<file path="config.mk">
export PLATFORM = sky130hd
export DESIGN_NAME = utf8_stream_validator_unit
export DESIGN_NICKNAME = d
export VERILOG_FILES = /design/src/hw/rtl/u8v_pkg.sv /design/src/hw/rtl/u8v_lane.sv /design/src/hw/rtl/u8v_merge.sv /design/src/hw/rtl/utf8_stream_validator_unit.sv
export VERILOG_INCLUDE_DIRS = /design/src /design/src/hw/rtl
export SDC_FILE = /design/constraint.sdc
export NUM_CORES = 1
export LEC_CHECK = 0
export CAP_MARGIN = 20
export CORE_MARGIN = 5
export CORE_UTILIZATION = 50
export CTS_BUF_LIST = sky130_fd_sc_hd__clkbuf_16
export DETAILED_ROUTE_END_ITERATION = 8
export DONT_BUFFER_PORTS = 1
export GPL_TIMING_DRIVEN = 1
export HOLD_SLACK_MARGIN = 0.06
export SETUP_SLACK_MARGIN = 0.02
export SLEW_MARGIN = 20
export SYNTH_ARGS = -nofsm -noshare
export SYNTH_HDL_FRONTEND = slang
export SYNTH_SLANG_ARGS = --single-unit
</file>
<file path="constraint.sdc">
create_clock -name clk -period 12 [get_ports clk]
set_input_delay 1.2 -clock clk [delete_from_list [all_inputs] [get_ports clk]]
set_output_delay 1.2 -clock clk [all_outputs]
set_load 0.005 [all_outputs]
</file>
<file path="src/hw/rtl/utf8_stream_validator_unit_macros.svh">
// Assertion macros shared by the validator RTL.
// Depends on nothing; included by files that carry concurrent checks.
`ifndef UTF8_STREAM_VALIDATOR_UNIT_MACROS_SVH
`define UTF8_STREAM_VALIDATOR_UNIT_MACROS_SVH

`ifndef ASSERT_OFF
// Same-cycle implication
`define U8V_ASSERT_IMP(lbl, clk, rst, ante, cons) \
  lbl: assert property (@(posedge clk) disable iff (rst) (ante) |-> (cons)) \
    else $error("u8v assertion failed");
// Next-cycle implication
`define U8V_ASSERT_NXT(lbl, clk, rst, ante, cons) \
  lbl: assert property (@(posedge clk) disable iff (rst) (ante) |=> (cons)) \
    else $error("u8v assertion failed");
`else
`define U8V_ASSERT_IMP(lbl, clk, rst, ante, cons)
`define U8V_ASSERT_NXT(lbl, clk, rst, ante, cons)
`endif

`endif

</file>
<file path="src/hw/rtl/u8v_pkg.sv">
// Shared types and constants of the UTF-8 stream validator.
// Used by the byte lanes, the merge stage and the top level.
package u8v_pkg;

  // Bytes carried by one input item; one decode lane per byte
  localparam int BYTES_PER_ITEM = 8;

  // Range class of the next continuation byte
  typedef logic [2:0] cont_class_t;
  localparam cont_class_t CLS_NORMAL = 3'd0;  // 80..BF
  localparam cont_class_t CLS_E0     = 3'd1;  // A0..BF
  localparam cont_class_t CLS_ED     = 3'd2;  // 80..9F
  localparam cont_class_t CLS_F0     = 3'd3;  // 90..BF
  localparam cont_class_t CLS_F4     = 3'd4;  // 80..8F

  // Byte bounds
  localparam logic [7:0] ASCII_MAX   = 8'h7F;
  localparam logic [7:0] LEAD2_MIN   = 8'hC2;
  localparam logic [7:0] LEAD2_MAX   = 8'hDF;
  localparam logic [7:0] LEAD3_E0    = 8'hE0;
  localparam logic [7:0] LEAD3_ED    = 8'hED;
  localparam logic [7:0] LEAD3_MAX   = 8'hEF;
  localparam logic [7:0] LEAD4_F0    = 8'hF0;
  localparam logic [7:0] LEAD4_F4    = 8'hF4;
  localparam logic [7:0] CONT_MIN    = 8'h80;
  localparam logic [7:0] CONT_MAX    = 8'hBF;
  localparam logic [7:0] CONT_E0_MIN = 8'hA0;
  localparam logic [7:0] CONT_ED_MAX = 8'h9F;
  localparam logic [7:0] CONT_F0_MIN = 8'h90;
  localparam logic [7:0] CONT_F4_MAX = 8'h8F;

  // What one lane finds about its byte
  typedef struct packed {
    logic        lead_ok;    // byte may start a sequence (ASCII included)
    logic [1:0]  lead_owed;  // continuations the lead asks for
    cont_class_t lead_cls;   // range of its first continuation
    logic        in_normal;
    logic        in_e0;
    logic        in_ed;
    logic        in_f0;
    logic        in_f4;
  } lane_info_t;

  // Verdict handed from the merge stage to the output buffer
  typedef struct packed {
    logic valid;
    logic ok;
  } verdict_t;

endpackage

</file>
<file path="src/hw/rtl/u8v_lane.sv">
// One byte decode lane: lead class and continuation range checks.
// Depends on u8v_pkg.
module u8v_lane (
  input  logic [7:0]          byte_in,
  output u8v_pkg::lane_info_t info
);

  // Classify the byte as a lead
  always_comb begin
    info.lead_ok   = 1'b1;
    info.lead_owed = 2'd0;
    info.lead_cls  = u8v_pkg::CLS_NORMAL;
    if (byte_in <= u8v_pkg::ASCII_MAX) begin
      info.lead_ok = 1'b1;
    end else if (byte_in >= u8v_pkg::LEAD2_MIN && byte_in <= u8v_pkg::LEAD2_MAX) begin
      info.lead_owed = 2'd1;
    end else if (byte_in == u8v_pkg::LEAD3_E0) begin
      info.lead_owed = 2'd2;
      info.lead_cls  = u8v_pkg::CLS_E0;
    end else if (byte_in == u8v_pkg::LEAD3_ED) begin
      info.lead_owed = 2'd2;
      info.lead_cls  = u8v_pkg::CLS_ED;
    end else if (byte_in > u8v_pkg::LEAD3_E0 && byte_in <= u8v_pkg::LEAD3_MAX) begin
      info.lead_owed = 2'd2;
    end else if (byte_in == u8v_pkg::LEAD4_F0) begin
      info.lead_owed = 2'd3;
      info.lead_cls  = u8v_pkg::CLS_F0;
    end else if (byte_in == u8v_pkg::LEAD4_F4) begin
      info.lead_owed = 2'd3;
      info.lead_cls  = u8v_pkg::CLS_F4;
    end else if (byte_in > u8v_pkg::LEAD4_F0 && byte_in < u8v_pkg::LEAD4_F4) begin
      info.lead_owed = 2'd3;
    end else begin
      info.lead_ok = 1'b0;
    end

    // Check the byte against each continuation range
    info.in_normal = byte_in >= u8v_pkg::CONT_MIN && byte_in <= u8v_pkg::CONT_MAX;
    info.in_e0     = byte_in >= u8v_pkg::CONT_E0_MIN && byte_in <= u8v_pkg::CONT_MAX;
    info.in_ed     = byte_in >= u8v_pkg::CONT_MIN && byte_in <= u8v_pkg::CONT_ED_MAX;
    info.in_f0     = byte_in >= u8v_pkg::CONT_F0_MIN && byte_in <= u8v_pkg::CONT_MAX;
    info.in_f4     = byte_in >= u8v_pkg::CONT_MIN && byte_in <= u8v_pkg::CONT_F4_MAX;
  end

endmodule

</file>
<file path="src/hw/rtl/u8v_merge.sv">
// Merge stage: folds the lane findings in byte order into the sequence state.
// Depends on u8v_pkg; holds the cross-item state registers.
module u8v_merge (
  input  logic                                                clk,
  input  logic                                                rst,
  input  logic                                                accept,
  input  logic [3:0]                                          byte_count,
  input  logic                                                end_of_string,
  input  u8v_pkg::lane_info_t [u8v_pkg::BYTES_PER_ITEM-1:0]   lanes,
  output u8v_pkg::verdict_t                                   verdict
);

  logic [1:0]           owed;
  u8v_pkg::cont_class_t first_cls;
  logic                 error_seen;
  logic [1:0]           owed_next;
  u8v_pkg::cont_class_t first_cls_next;
  logic                 error_seen_next;
  logic [3:0]           count_eff;

  // Clip the byte count to the lane count
  assign count_eff = (byte_count > 4'(u8v_pkg::BYTES_PER_ITEM)) ?
                     4'(u8v_pkg::BYTES_PER_ITEM) : byte_count;

  // Walk the active lanes in order
  always_comb begin
    logic                 cont_ok;
    logic                 take_lead;
    u8v_pkg::lane_info_t  li;
    owed_next       = owed;
    first_cls_next  = first_cls;
    error_seen_next = error_seen;
    for (int i = 0; i < u8v_pkg::BYTES_PER_ITEM; i++) begin
      li = lanes[i];
      case (first_cls_next)
        u8v_pkg::CLS_E0: cont_ok = li.in_e0;
        u8v_pkg::CLS_ED: cont_ok = li.in_ed;
        u8v_pkg::CLS_F0: cont_ok = li.in_f0;
        u8v_pkg::CLS_F4: cont_ok = li.in_f4;
        default:         cont_ok = li.in_normal;
      endcase
      take_lead = 1'b0;
      if (4'(i) < count_eff) begin
        if (owed_next == 2'd0) begin
          take_lead = 1'b1;
        end else if (cont_ok) begin
          owed_next      = owed_next - 2'd1;
          first_cls_next = u8v_pkg::CLS_NORMAL;
        end else begin
          // Bad continuation: flag it and retry the byte as a lead
          error_seen_next = 1'b1;
          take_lead       = 1'b1;
        end
        if (take_lead) begin
          if (li.lead_ok) begin
            owed_next      = li.lead_owed;
            first_cls_next = li.lead_cls;
          end else begin
            error_seen_next = 1'b1;
            owed_next       = 2'd0;
            first_cls_next  = u8v_pkg::CLS_NORMAL;
          end
        end
      end
    end
  end

  // Emit the verdict on the last item of a string
  assign verdict.valid = accept && end_of_string;
  assign verdict.ok    = !error_seen_next && (owed_next == 2'd0);

  // Advance the state; clear it at the end of a string
  always_ff @(posedge clk) begin
    if (rst) begin
      owed       <= 2'd0;
      first_cls  <= u8v_pkg::CLS_NORMAL;
      error_seen <= 1'b0;
    end else if (accept) begin
      if (end_of_string) begin
        owed       <= 2'd0;
        first_cls  <= u8v_pkg::CLS_NORMAL;
        error_seen <= 1'b0;
      end else begin
        owed       <= owed_next;
        first_cls  <= first_cls_next;
        error_seen <= error_seen_next;
      end
    end
  end

endmodule

</file>
<file path="src/hw/rtl/utf8_stream_validator_unit.sv">
// Top level of the UTF-8 stream validator: byte lanes, merge stage, output buffer.
// Depends on u8v_pkg, u8v_lane, u8v_merge and the assertion macro header.
//
//  channel | direction | handshake                   | payload
//  --------+-----------+-----------------------------+----------------------------------------
//  item    | in        | item_valid / item_stall     | data_bytes, byte_count, end_of_string
//  result  | out       | result_valid / result_stall | string_valid
//
// One item is taken every cycle while item_stall is low; all eight byte lanes decode in parallel
// and the merge stage folds them into the sequence state in the same cycle, so the state loop
// sets the rate at one item per cycle. The end-of-string verdict is registered into the output
// register, or into the skid entry when the output stalls. A two-entry output buffer lets items
// flow while a verdict waits; item_stall rises only when both entries are held. Reset
// (synchronous) clears the sequence state and empties the buffer.
`include "utf8_stream_validator_unit_macros.svh"

module utf8_stream_validator_unit (
  input  logic        clk,
  input  logic        rst,
  input  logic        item_valid,
  output logic        item_stall,
  input  logic [63:0] data_bytes,
  input  logic [3:0]  byte_count,
  input  logic        end_of_string,
  output logic        result_valid,
  input  logic        result_stall,
  output logic        string_valid
);

  u8v_pkg::lane_info_t [u8v_pkg::BYTES_PER_ITEM-1:0] lanes;
  u8v_pkg::verdict_t verdict;
  logic accept;
  logic skid_valid;
  logic skid_ok;
  logic result_valid_next;
  logic skid_valid_next;
  logic string_valid_next;
  logic skid_ok_next;

  assign item_stall = skid_valid;
  assign accept     = item_valid && !item_stall;

  // Decode each byte in its own lane
  for (genvar g = 0; g < u8v_pkg::BYTES_PER_ITEM; g++) begin : g_lane
    u8v_lane u_lane (
      .byte_in (data_bytes[8*g +: 8]),
      .info    (lanes[g])
    );
  end

  // Fold lane results into the string state
  u8v_merge u_merge (
    .clk           (clk),
    .rst           (rst),
    .accept        (accept),
    .byte_count    (byte_count),
    .end_of_string (end_of_string),
    .lanes         (lanes),
    .verdict       (verdict)
  );

  // Output register plus skid entry
  always_comb begin
    result_valid_next = result_valid;
    skid_valid_next   = skid_valid;
    string_valid_next = string_valid;
    skid_ok_next      = skid_ok;
    if (result_valid && !result_stall) begin
      if (skid_valid) begin
        string_valid_next = skid_ok;
        skid_valid_next   = 1'b0;
      end else if (verdict.valid) begin
        string_valid_next = verdict.ok;
      end else begin
        result_valid_next = 1'b0;
      end
    end else if (result_valid) begin
      if (verdict.valid) begin
        skid_valid_next = 1'b1;
        skid_ok_next    = verdict.ok;
      end
    end else if (verdict.valid) begin
      result_valid_next = 1'b1;
      string_valid_next = verdict.ok;
    end
  end

  // Hold control flags
  always_ff @(posedge clk) begin
    if (rst) begin
      result_valid <= 1'b0;
      skid_valid   <= 1'b0;
    end else begin
      result_valid <= result_valid_next;
      skid_valid   <= skid_valid_next;
    end
  end

  // Hold verdict payload
  always_ff @(posedge clk) begin
    string_valid <= string_valid_next;
    skid_ok      <= skid_ok_next;
  end

  `U8V_ASSERT_IMP(a_skid_needs_out, clk, rst, skid_valid, result_valid)
  `U8V_ASSERT_NXT(a_end_gives_result, clk, rst, accept && end_of_string, result_valid)
  `U8V_ASSERT_NXT(a_skid_drains, clk, rst, skid_valid && !result_stall, result_valid && !skid_valid)

endmodule
</file>
# --- Word-level counts from Yosys, hierarchy flattened ---
# Index checks and enable logic that the tools add are counted.
totals:
  register_bits: 10
  out_inout_bits: 3
op_classes:
  n_addsub: 8
  order_cmp: 113
  eq_ne: 67
  muxes: 319
  bitwise: 1
  reduce_logical: 84
op_table:
  columns: ["op", "n"]
  rows:
  - ["less-or-equal comparator 8 bit, second input constant", 40]
  - ["equality test 8 bit, second input constant", 32]
  - ["greater-or-equal comparator 8 bit, second input constant", 32]
  - ["2-to-1 mux 3 bit", 65]
  - ["2-to-1 mux 5 bit", 32]
  - ["2-to-1 mux 2 bit", 73]
  - ["2-to-1 mux 1 bit", 140]
  - ["greater-than comparator 8 bit, second input constant", 16]
  - ["logical AND 1 bit", 68]
  - ["less-or-equal comparator 8 x 7 -> 1 bit, second input constant", 8]
  - ["< comparator 8 bit, second input constant", 8]
  - ["equality test 3 x 2 -> 1 bit, second input constant", 16]
  - ["case mux 1 bit (4 select lines)", 8]
  - ["equality test 3 x 1 -> 1 bit, second input constant", 8]
  - ["equality test 3 bit, second input constant", 8]
  - ["zero test 2 bit", 9]
  - ["< comparator 3 x 4 -> 1 bit, first input constant", 4]
  - ["subtractor 2 x 1 -> 2 bit, second input constant", 8]
  - ["< comparator 1 x 4 -> 1 bit, first input constant", 2]
  - ["< comparator 2 x 4 -> 1 bit, first input constant", 2]
  - ["greater-than comparator 4 bit, second input constant", 1]
  - ["2-to-1 mux 4 bit", 1]
  - ["!= test 2 bit, second input constant", 2]
  - ["AND reduction 2 bit", 2]
  - ["other kinds (5)", 7]

# --- Longest topological paths before layout ---
# Gate-level depths: netlist (run 1).
depth:
  depth_word: 67
  mapped_depth: 46

# --- By module ---
# From an unflattened synthesis (run 1), not the netlist that was laid out.
unflattened:
  hier_cells: 563
  hier_area_um2: 3746.1
by_module_without_submodules:
  columns: ["mod", "n_inst", "cells_per_inst", "area_per_inst_um2"]
  rows:
  - ["u8v_merge", 1, 341, 2331.0]
  - ["u8v_lane (g_lane[1].u_lane ...)", 7, 26, 153.9]
  - ["utf8_stream_validator_unit", 1, 16, 177.7]
  - ["u8v_lane (g_lane[0].u_lane)", 1, 24, 160.2]

# --- Worst setup path after synthesis (run 1) ---
# OpenSTA, ideal clock, no wires.
synth_path:
  path_type: "input-to-reg"
  startpoint: "input port byte_count[3]"
  endpoint: "register string_valid, data pin"
  setup_time_ns: 0.131
  arrival_ns: 9.926
  path_slack_ns: 1.944
  path_stages: 43
  path_cell_list: "buf_6 nor4_1 clkbuf_1 nand2_1 a2111oi_0 o211ai_1 a311oi_1 a21oi_1 ha_1 and2b_1 nand2_1 or3_4 a221oi_2 o22ai_1 ha_1 nor4_1 o21ai_0 ha_1 [... 7 more ...] o21a_1 a211o_1 ha_1 or3b_2 a211o_1 a2111oi_0 a41oi_1 o21a_1 ha_1 nand4_1 o211ai_1 a21oi_1 o21ai_0 a2111oi_0 o311ai_0 nor2_1 o2111ai_1 nand2_1"
synth_between:
  elab_chain_cells: 58
  elab_cells_between_ends: 179
synth_lines:
  columns: ["item", "line_no", "text"]
  rows:
  - ["start: declaration", "utf8_stream_validator_unit.sv:23", "input logic [3:0] byte_count,"]
  - ["greater-than comparator 4 bit", "u8v_merge.sv:22", "assign count_eff = (byte_count > 4'(u8v_pkg::BYTES_PER_ITEM)) ?"]
  - ["2-to-1 mux 4 bit (*)", "u8v_merge.sv:22", null]
  - ["< comparator 1 x 4 -> 1 bit", "u8v_merge.sv:43", "if (4'(i) < count_eff) begin"]
  - ["2-to-1 mux 3 bit", "u8v_merge.sv:43", null]
  - ["equality test 3 bit (tied with other cells)", "u8v_merge.sv:35", "case (first_cls_next)"]
  - ["case mux 1 bit (4 select lines)", "u8v_merge.sv:35", null]
  - ["2-to-1 mux 1 bit", "u8v_merge.sv:46", "end else if (cont_ok) begin"]
  - ["2-to-1 mux 1 bit", "u8v_merge.sv:44", "if (owed_next == 2'd0) begin"]
  - ["[... 43 more ...]", null, null]
  - ["2-to-1 mux 2 bit or 2-to-1 mux 1 bit (tied branches)", "u8v_merge.sv:54", "if (take_lead) begin"]
  - ["2-to-1 mux 2 bit or 2-to-1 mux 1 bit (tied branches)", "u8v_merge.sv:43", null]
  - ["zero test 2 bit or zero test 1 bit (tied branches)", "u8v_merge.sv:70", "assign verdict.ok = !error_seen_next && (owed_next == 2'd0);"]
  - ["logical AND 1 bit (*)", "u8v_merge.sv:70", null]
  - ["2-to-1 mux 1 bit (*)", "utf8_stream_validator_unit.sv:72, utf8_stream_validator_unit.sv:82", null]
  - ["2-to-1 mux 1 bit, on equally long branches", "utf8_stream_validator_unit.sv:77, utf8_stream_validator_unit.sv:69", null]
  - ["2-to-1 mux 1 bit (*)", "utf8_stream_validator_unit.sv:68", "if (result_valid && !result_stall) begin"]
  - ["named net string_valid_next", "utf8_stream_validator_unit.sv:37", "logic string_valid_next;"]
  - ["end signal: assignment", "utf8_stream_validator_unit.sv:101", "string_valid <= string_valid_next;"]
  - ["end: declaration", "utf8_stream_validator_unit.sv:27", "output logic string_valid"]
# Mark *: on every way through the listed nets, which the timed path passes. The rest lies on a longest branch. The select of a mux whose other input is x is not followed.
# A chain may end at the register's enable or synchronous reset.

# --- Final worst setup path (run 1) ---
layout_path:
  startpoint: "input port data_bytes[5]"
  endpoint: "register string_valid, data pin"
layout_between:
  elab_chain_cells: 67
  elab_cells_between_ends: 229
layout_lines:
  columns: ["item", "line_no", "text"]
  rows:
  - ["start: declaration", "utf8_stream_validator_unit.sv:22", "input logic [63:0] data_bytes,"]
  - ["greater-than comparator 8 bit or < comparator 8 bit (tied branches)", "u8v_lane.sv:31", "end else if (byte_in > u8v_pkg::LEAD4_F0 && byte_in < u8v_pkg::LEAD4_F4) begin"]
  - ["logical AND 1 bit", "u8v_lane.sv:31", null]
  - ["2-to-1 mux 1 bit", "u8v_lane.sv:31", null]
  - ["2-to-1 mux 1 bit", "u8v_lane.sv:28", "end else if (byte_in == u8v_pkg::LEAD4_F4) begin"]
  - ["2-to-1 mux 1 bit", "u8v_lane.sv:25", "end else if (byte_in == u8v_pkg::LEAD4_F0) begin"]
  - ["2-to-1 mux 1 bit", "u8v_lane.sv:23", "end else if (byte_in > u8v_pkg::LEAD3_E0 && byte_in <= u8v_pkg::LEAD3_MAX) begin"]
  - ["2-to-1 mux 1 bit", "u8v_lane.sv:20", "end else if (byte_in == u8v_pkg::LEAD3_ED) begin"]
  - ["2-to-1 mux 1 bit", "u8v_lane.sv:17", "end else if (byte_in == u8v_pkg::LEAD3_E0) begin"]
  - ["[... 52 more ...]", null, null]
  - ["2-to-1 mux 2 bit or 2-to-1 mux 1 bit (tied branches)", "u8v_merge.sv:54", null]
  - ["2-to-1 mux 2 bit or 2-to-1 mux 1 bit (tied branches)", "u8v_merge.sv:43", null]
  - ["zero test 2 bit or zero test 1 bit (tied branches)", "u8v_merge.sv:70", null]
  - ["logical AND 1 bit (*)", "u8v_merge.sv:70", null]
  - ["2-to-1 mux 1 bit (*)", "utf8_stream_validator_unit.sv:72, utf8_stream_validator_unit.sv:82", null]
  - ["2-to-1 mux 1 bit, on equally long branches", "utf8_stream_validator_unit.sv:77, utf8_stream_validator_unit.sv:69", null]
  - ["2-to-1 mux 1 bit (*)", "utf8_stream_validator_unit.sv:68", null]
  - ["named net string_valid_next", "utf8_stream_validator_unit.sv:37", null]
# Marks and branches as above.

==> flow_metrics.env, run 1 <==
export IMPL_outcome="completed"
export IMPL_synthCells=474
export IMPL_worst_ep_required_time_ns=12.10
export IMPL_pwr_share_clk_pct=33.7
export IMPL_drive_above_1_share_pct=7.34
export IMPL_setup_violations=0
export IMPL_cts_root_buf="clkbuf_16"
export IMPL_dieWidth_um=90.2
export IMPL_cts_buffer_depth=2
export IMPL_grt_pass1_vias=3335
export IMPL_num_vias=3808
export IMPL_cts_resized=0
export IMPL_gp_congestion=0.934
export IMPL_dieArea_sq_mm=0.00814
export IMPL_finish_utilization_pct=52.6
export IMPL_worstMarginPinSlew_ns=1.03
export IMPL_initial_utilization_pct=51.0
export IMPL_drcViolationCount=0
export IMPL_port_buffers=0
export IMPL_diodes=0
export IMPL_global_route_usage_met3_pct=4.59
export IMPL_p_leak_nw=1.12
export IMPL_grt_max_degree=20
export IMPL_final_common_cell="nand2_1"
export IMPL_final_cell_mix="nand2_1 (39), nor2_1 (32), a21oi_1 (31)"
export IMPL_synth_yosys_seq_area_share_pct=6.84
export IMPL_ios=76
export IMPL_tritoncts="yes"
export IMPL_postRouteAntennaNets=0
export IMPL_maxCapViolations=0
export IMPL_htreeDepth=1
export IMPL_cp_slowest_cell="or4_1"
export IMPL_ys_ff_latch=10
export IMPL_max_freq_mhz=91.1
export IMPL_criticalPathCategory="in -> reg"
export IMPL_core_area_sq_mm=0.00631
export IMPL_cp_common_cell="ha_1"
export IMPL_switching_share_pct=33.8
export IMPL_holdCritPathClass="reg -> reg"
export IMPL_p_int_mw=0.113
export IMPL_synth_area_sq_mm=0.00322
export IMPL_nets=546
export IMPL_hold_viol=0
export IMPL_syn_num_nets=555
export IMPL_synth_edf_count=2
export IMPL_cp_arrival_ns=11.08
export IMPL_switching_power_mw=0.0575
export IMPL_clk_pin_slew_ns=0.04
export IMPL_grt_busiest_layer="met2"
export IMPL_maxSlewHeadroom_pct=31.1
export IMPL_syn_to_final_growth_pct=3.11
export IMPL_ys_types=88
export IMPL_die_h_um=90.2
export IMPL_routed_wl_mm=9.72
export IMPL_yosysWarnings=0
export IMPL_grt_use_met1_pct=28.0
export IMPL_gr_total_overflow=0
export IMPL_met2_usage_pct=36.9
export IMPL_antenna_found_initial=0
export IMPL_reg2reg_slack_ns=1.66
export IMPL_finalCriticalPeriod_ns=10.97
export IMPL_dpl_hpwl_mm=8.07
export IMPL_cts_made_buffers=3
export IMPL_p_per_area_mw_per_mm2=51.3
export IMPL_min_period_over_period_pct=91.4
export IMPL_end_kind="register"
export IMPL_comb_power_share_pct=44.4
export IMPL_via_per_inst=7.05
export IMPL_rows=29
export IMPL_synthFlopType="dfxtp_1"
export IMPL_cpPeakStageDelay_ns=0.63
export IMPL_grt_usage_pct=21.7
export IMPL_crit_fanout=11
export IMPL_finalSetupTns_ns=0
export IMPL_skew_ns=0.00348
export IMPL_ir_drop_mv=0.0637
export IMPL_clock_sinks=10
export IMPL_crit_path_start_kind="input pin"
export IMPL_post_drt_wl_per_cell_um=18.0
export IMPL_rsz0062_at_grt="false"
export IMPL_dr_pass1_iters=6
export IMPL_p_seq_share_pct=21.8
export IMPL_synthArstFlopShare_pct=0
export IMPL_clk_latency_ns=0.23
export IMPL_cts_hold_buf=0
export IMPL_grt_pass1_wl_mm=15.5
export IMPL_syn_avg_cell_area_sq_um=6.79
export IMPL_drt_iter0_markers=176
export IMPL_cts_setup_buffers=0
export IMPL_final_max_slew_viol_count=0
==> worst max-delay path, delay by kind of cell <==
family | cells | cell delay, ns
buffers and inverters | 2 | 0.12
AO/OA/AOI/OAI | 20 | 4.70
AND/OR/NAND/NOR | 13 | 3.66
adder cells (fa/ha/maj) | 6 | 1.41
==> cell families (layout without fill, tap and decap cells) <==
kind of cell / Yosys count / in the layout / synth area share, %
simple gates: 237 / 237 / 43.3
compound gates: 178 / 178 / 40.6
flops: 10 / 10 / 6.84
mux: 3 / 3 / 0.933
buf+inv: 37 / 26 / 5.02
xor+xnor: 1 / 1 / 0.272
fa+ha+maj: 8 / 8 / 3.11
==> state kept, by name (all words and copies together), names as in the netlist <==
name	count
u_merge.first_cls	3
result_valid	1
u_merge.owed	2
string_valid	1
u_merge.error_seen	1
item_stall	1
skid_ok	1
==> cell usage after synthesis, types with 5 or more instances <==
cell type	n	share of area [%]
a2111oi_0	8	2.2
a22oi_1	6	1.4
o21a_1	6	1.4
ha_1	8	3.1
nand2b_1	8	1.6
a21o_1	6	1.4
or4_1	6	1.4
o22ai_1	8	1.6
or3_1	14	2.7
nor3_1	18	2.8
clkbuf_1	11	1.3
and2_1	10	1.9
a211o_1	5	1.4
a211oi_1	5	1.2
nor3b_1	5	1.2
nand3_1	26	4.0
nor2_1	32	3.7
nand4b_1	8	2.2
nand4_1	8	1.6
a21oi_1	31	4.8
nand2_1	39	4.5
dfxtp_1	8	5.0
or4b_2	5	1.6
nor4_1	12	2.3
o211ai_1	9	2.1
inv_1	21	2.4
or2_2	5	0.97
and3_1	5	0.97
o21ai_0	28	4.4
a31oi_1	10	1.9
==> worst paths after layout <==
path,start,endpoint,cells past startpoint
max reg2reg,u_merge.owed[0],string_valid,45
min reg2reg,u_merge.owed[1],u_merge.owed[1],2
max,data_bytes[5],string_valid,41
min,u_merge.owed[1],u_merge.owed[1],2
==> cell type report <==
type | count | area, sq um
Timing Repair Buffer | 1 | 7.51
Multi-Input combinational cell | 427 | 2840
Sequential cell | 10 | 220
Inverter | 22 | 82.6
Clock buffer | 3 | 75.1
Tap cell | 77 | 96.3
Fill cell | 646 | 3000
==> power by group through the flow <==
stage	combinational (mW)	sequential [mW]	clock, mW
finish	0.0756	0.0372	0.0574
global route	0.0846	0.0373	0.0610
CTS	0.0751	0.0372	0.0586
detailed placement	0.0745	0.0378	0
global placement	0.0734	0.0378	0
floorplan	0.0646	0.0373	0
==> metrics by stage <==
stage | total power [mW] | cell area, sq um | cells | setup slack (ns) | hold slack, ns
3_5_place_dp | 0.112 | 3240 | 537 | 0.909 | 0.511
4_1_cts | 0.171 | 3320 | 540 | 1.10 | 0.520
6_report | 0.170 | 3320 | 540 | 1.03 | 0.520
3_3_place_gp | 0.111 | 3240 | 537 | 1.28 | 0.501
2_1_floorplan | 0.102 | 3220 | 474 | 1.94 | 0.479
5_1_grt | 0.183 | 3320 | 540 | 0.133 | 0.551
==> per-layer routing <==
metal	vias up	share of wire, %
met4	0	1.4
met2	156	47
met1	1730	43
li1	1908	-
met5	-	0
met3	14	8.3
Power figures use the tool's default switching activity.
==> run 2: changes to the inputs <==
==> constraint.sdc (replaced) <==
create_clock -name clk -period 12 [get_ports clk]
set_input_delay 0.6 -clock clk [delete_from_list [all_inputs] [get_ports clk]]
set_output_delay 0.6 -clock clk [all_outputs]
set_load 0.005 [all_outputs]
==> flow_metrics.env, run 2 (synthesis gave the netlist of run 1 again) <==
export IMPL_p_leak_nw=1.12
export IMPL_max_freq_mhz=96.2
export IMPL_outcome="completed"
export IMPL_die_h_um=90.2
export IMPL_cts_hold_buf=0
export IMPL_reg2reg_slack_ns=1.72
export IMPL_crit_fanout=11
export IMPL_rr_worst_depth=45
export IMPL_dpl_cell_count=537
export IMPL_clock_sinks=10
export IMPL_initial_utilization_pct=51.0
export IMPL_regMostFlops="u_merge.first_cls"
export IMPL_stdcell_count=540
export IMPL_grt_pass1_wl_mm=15.6
export IMPL_clk_pin_slew_ns=0.04
export IMPL_cts_resized=0
export IMPL_htreeDepth=1
export IMPL_cp_slowest_cell="or4_1"
export IMPL_cts_root_buf="clkbuf_16"
export IMPL_drt_iter0_markers=175
export IMPL_grt_max_degree=20
export IMPL_worst_ep_required_time_ns=12.10
export IMPL_cts_buffer_depth=2
export IMPL_final_cell_mix="nand2_1 (39), nor2_1 (32), a21oi_1 (31)"
export IMPL_cpPeakStageDelay_ns=0.63
export IMPL_criticalPathCategory="in -> reg"
export IMPL_dieArea_sq_mm=0.00814
export IMPL_rr_startpoint="u_merge.owed[0]"
export IMPL_crit_path_start_kind="input pin"
export IMPL_post_drt_wl_per_cell_um=18.3
export IMPL_drive_above_1_share_pct=7.34
export IMPL_drcViolationCount=0
export IMPL_hold_depth=1
export IMPL_postRouteAntennaNets=0
export IMPL_gr_total_overflow=0
export IMPL_skew_ns=0.00139
export IMPL_worstMarginPinSlew_ns=1.00
export IMPL_reg_top3="u_merge.first_cls: 3 flops, u_merge.owed: 2 flops"
export IMPL_cts_made_buffers=3
export IMPL_grt_usage_pct=21.9
export IMPL_largest_reg_flops=3
export IMPL_min_period_over_period_pct=86.6
export IMPL_clk_latency_ns=0.23
export IMPL_cts_setup_buffers=0
export IMPL_gp_congestion=0.930
export IMPL_via_per_inst=7.08
export IMPL_nets=546
export IMPL_maxCapViolations=0
export IMPL_ios=76
export IMPL_dpl_hpwl_mm=8.13
export IMPL_finalCriticalPeriod_ns=10.39
export IMPL_timing_hold_ws_ns=0.437
export IMPL_reg2reg_to="string_valid"
export IMPL_routed_wl_mm=9.89
export IMPL_num_vias=3821
export IMPL_final_common_cell="nand2_1"
export IMPL_total_power_mw=0.169
export IMPL_cp_common_cell="ha_1"
export IMPL_hold_viol=0
export IMPL_tritoncts="yes"
export IMPL_finalSetupTns_ns=0
export IMPL_diodes=0
export IMPL_rows=29
export IMPL_finish_utilization_pct=52.6
export IMPL_rsz0062_at_grt="false"
export IMPL_cp_arrival_ns=10.49
export IMPL_dr_pass1_iters=4
export IMPL_port_buffers=0
export IMPL_grt_pass1_vias=3415
export IMPL_p_per_area_mw_per_mm2=51.0
export IMPL_final_max_slew_viol_count=0
export IMPL_min_from="rst"
export IMPL_maxSlewHeadroom_pct=33.1
export IMPL_whs_endpoint="result_valid"
export IMPL_holdCritPathClass="in -> reg"
export IMPL_end_kind="register"
export IMPL_setup_violations=0
export IMPL_antenna_found_initial=0
export IMPL_ir_drop_mv=0.0596
export IMPL_dieWidth_um=90.2
export IMPL_core_area_sq_mm=0.00631
export IMPL_syn_to_final_growth_pct=3.11
==> run 2: layout make-up <==
class / count / area [sq um]
Fill cell: 643 / 3000
Multi-Input combinational cell: 427 / 2840
Sequential cell: 10 / 220
Tap cell: 77 / 96.3
Inverter: 22 / 82.6
Clock buffer: 3 / 75.1
Timing Repair Buffer: 1 / 7.51
==> run 2: where the power goes <==
part,switching [mW],total [mW],internal (mW)
Sequential,0.00125,0.0372,0.0360
Clock,0.0134,0.0564,0.0430
Combinational,0.0419,0.0755,0.0336
==> run 2: routing by layer <==
layer | GRT usage (%) | part of all wire, % | wire (um) | vias to the layer above
li1 | - | - | - | 1902
met1 | 27.7 | 44 | 4310 | 1776
met2 | 39.1 | 48 | 4760 | 137
met3 | 4.09 | 7.4 | 735 | 6
met4 | 3.23 | 0.78 | 77 | 0
met5 | 0 | 0 | 0 | -
==> run 2: worst max-delay path by stage <==
stage                              from      endpoint  slack, ns  cells after the start
after floorplan           byte_count[3]  string_valid       2.54                     43
after global placement    data_bytes[5]  string_valid       1.88                     41
after detailed placement  data_bytes[5]  string_valid       1.46                     41
after CTS                 data_bytes[5]  string_valid       1.64                     41
after global routing      data_bytes[5]  string_valid       0.66                     41
final                     data_bytes[5]  string_valid       1.61                     41
==> run 2: per-stage QoR <==
| stage | cell area, sq um | setup WS, ns |
|---|---|---|
| after global routing | 3320 | 0.664 |
| after CTS | 3320 | 1.64 |
| final | 3320 | 1.61 |
| after floorplan | 3220 | 2.54 |
| after detailed placement | 3240 | 1.46 |
| after global placement | 3240 | 1.88 |
==> run 2: worst max-delay path: cells and delay by family <==
family | cells | cell delay (ns)
buf+inv | 2 | 0.12
fa+ha+maj | 6 | 1.41
compound gates | 20 | 4.72
simple gates | 13 | 3.63
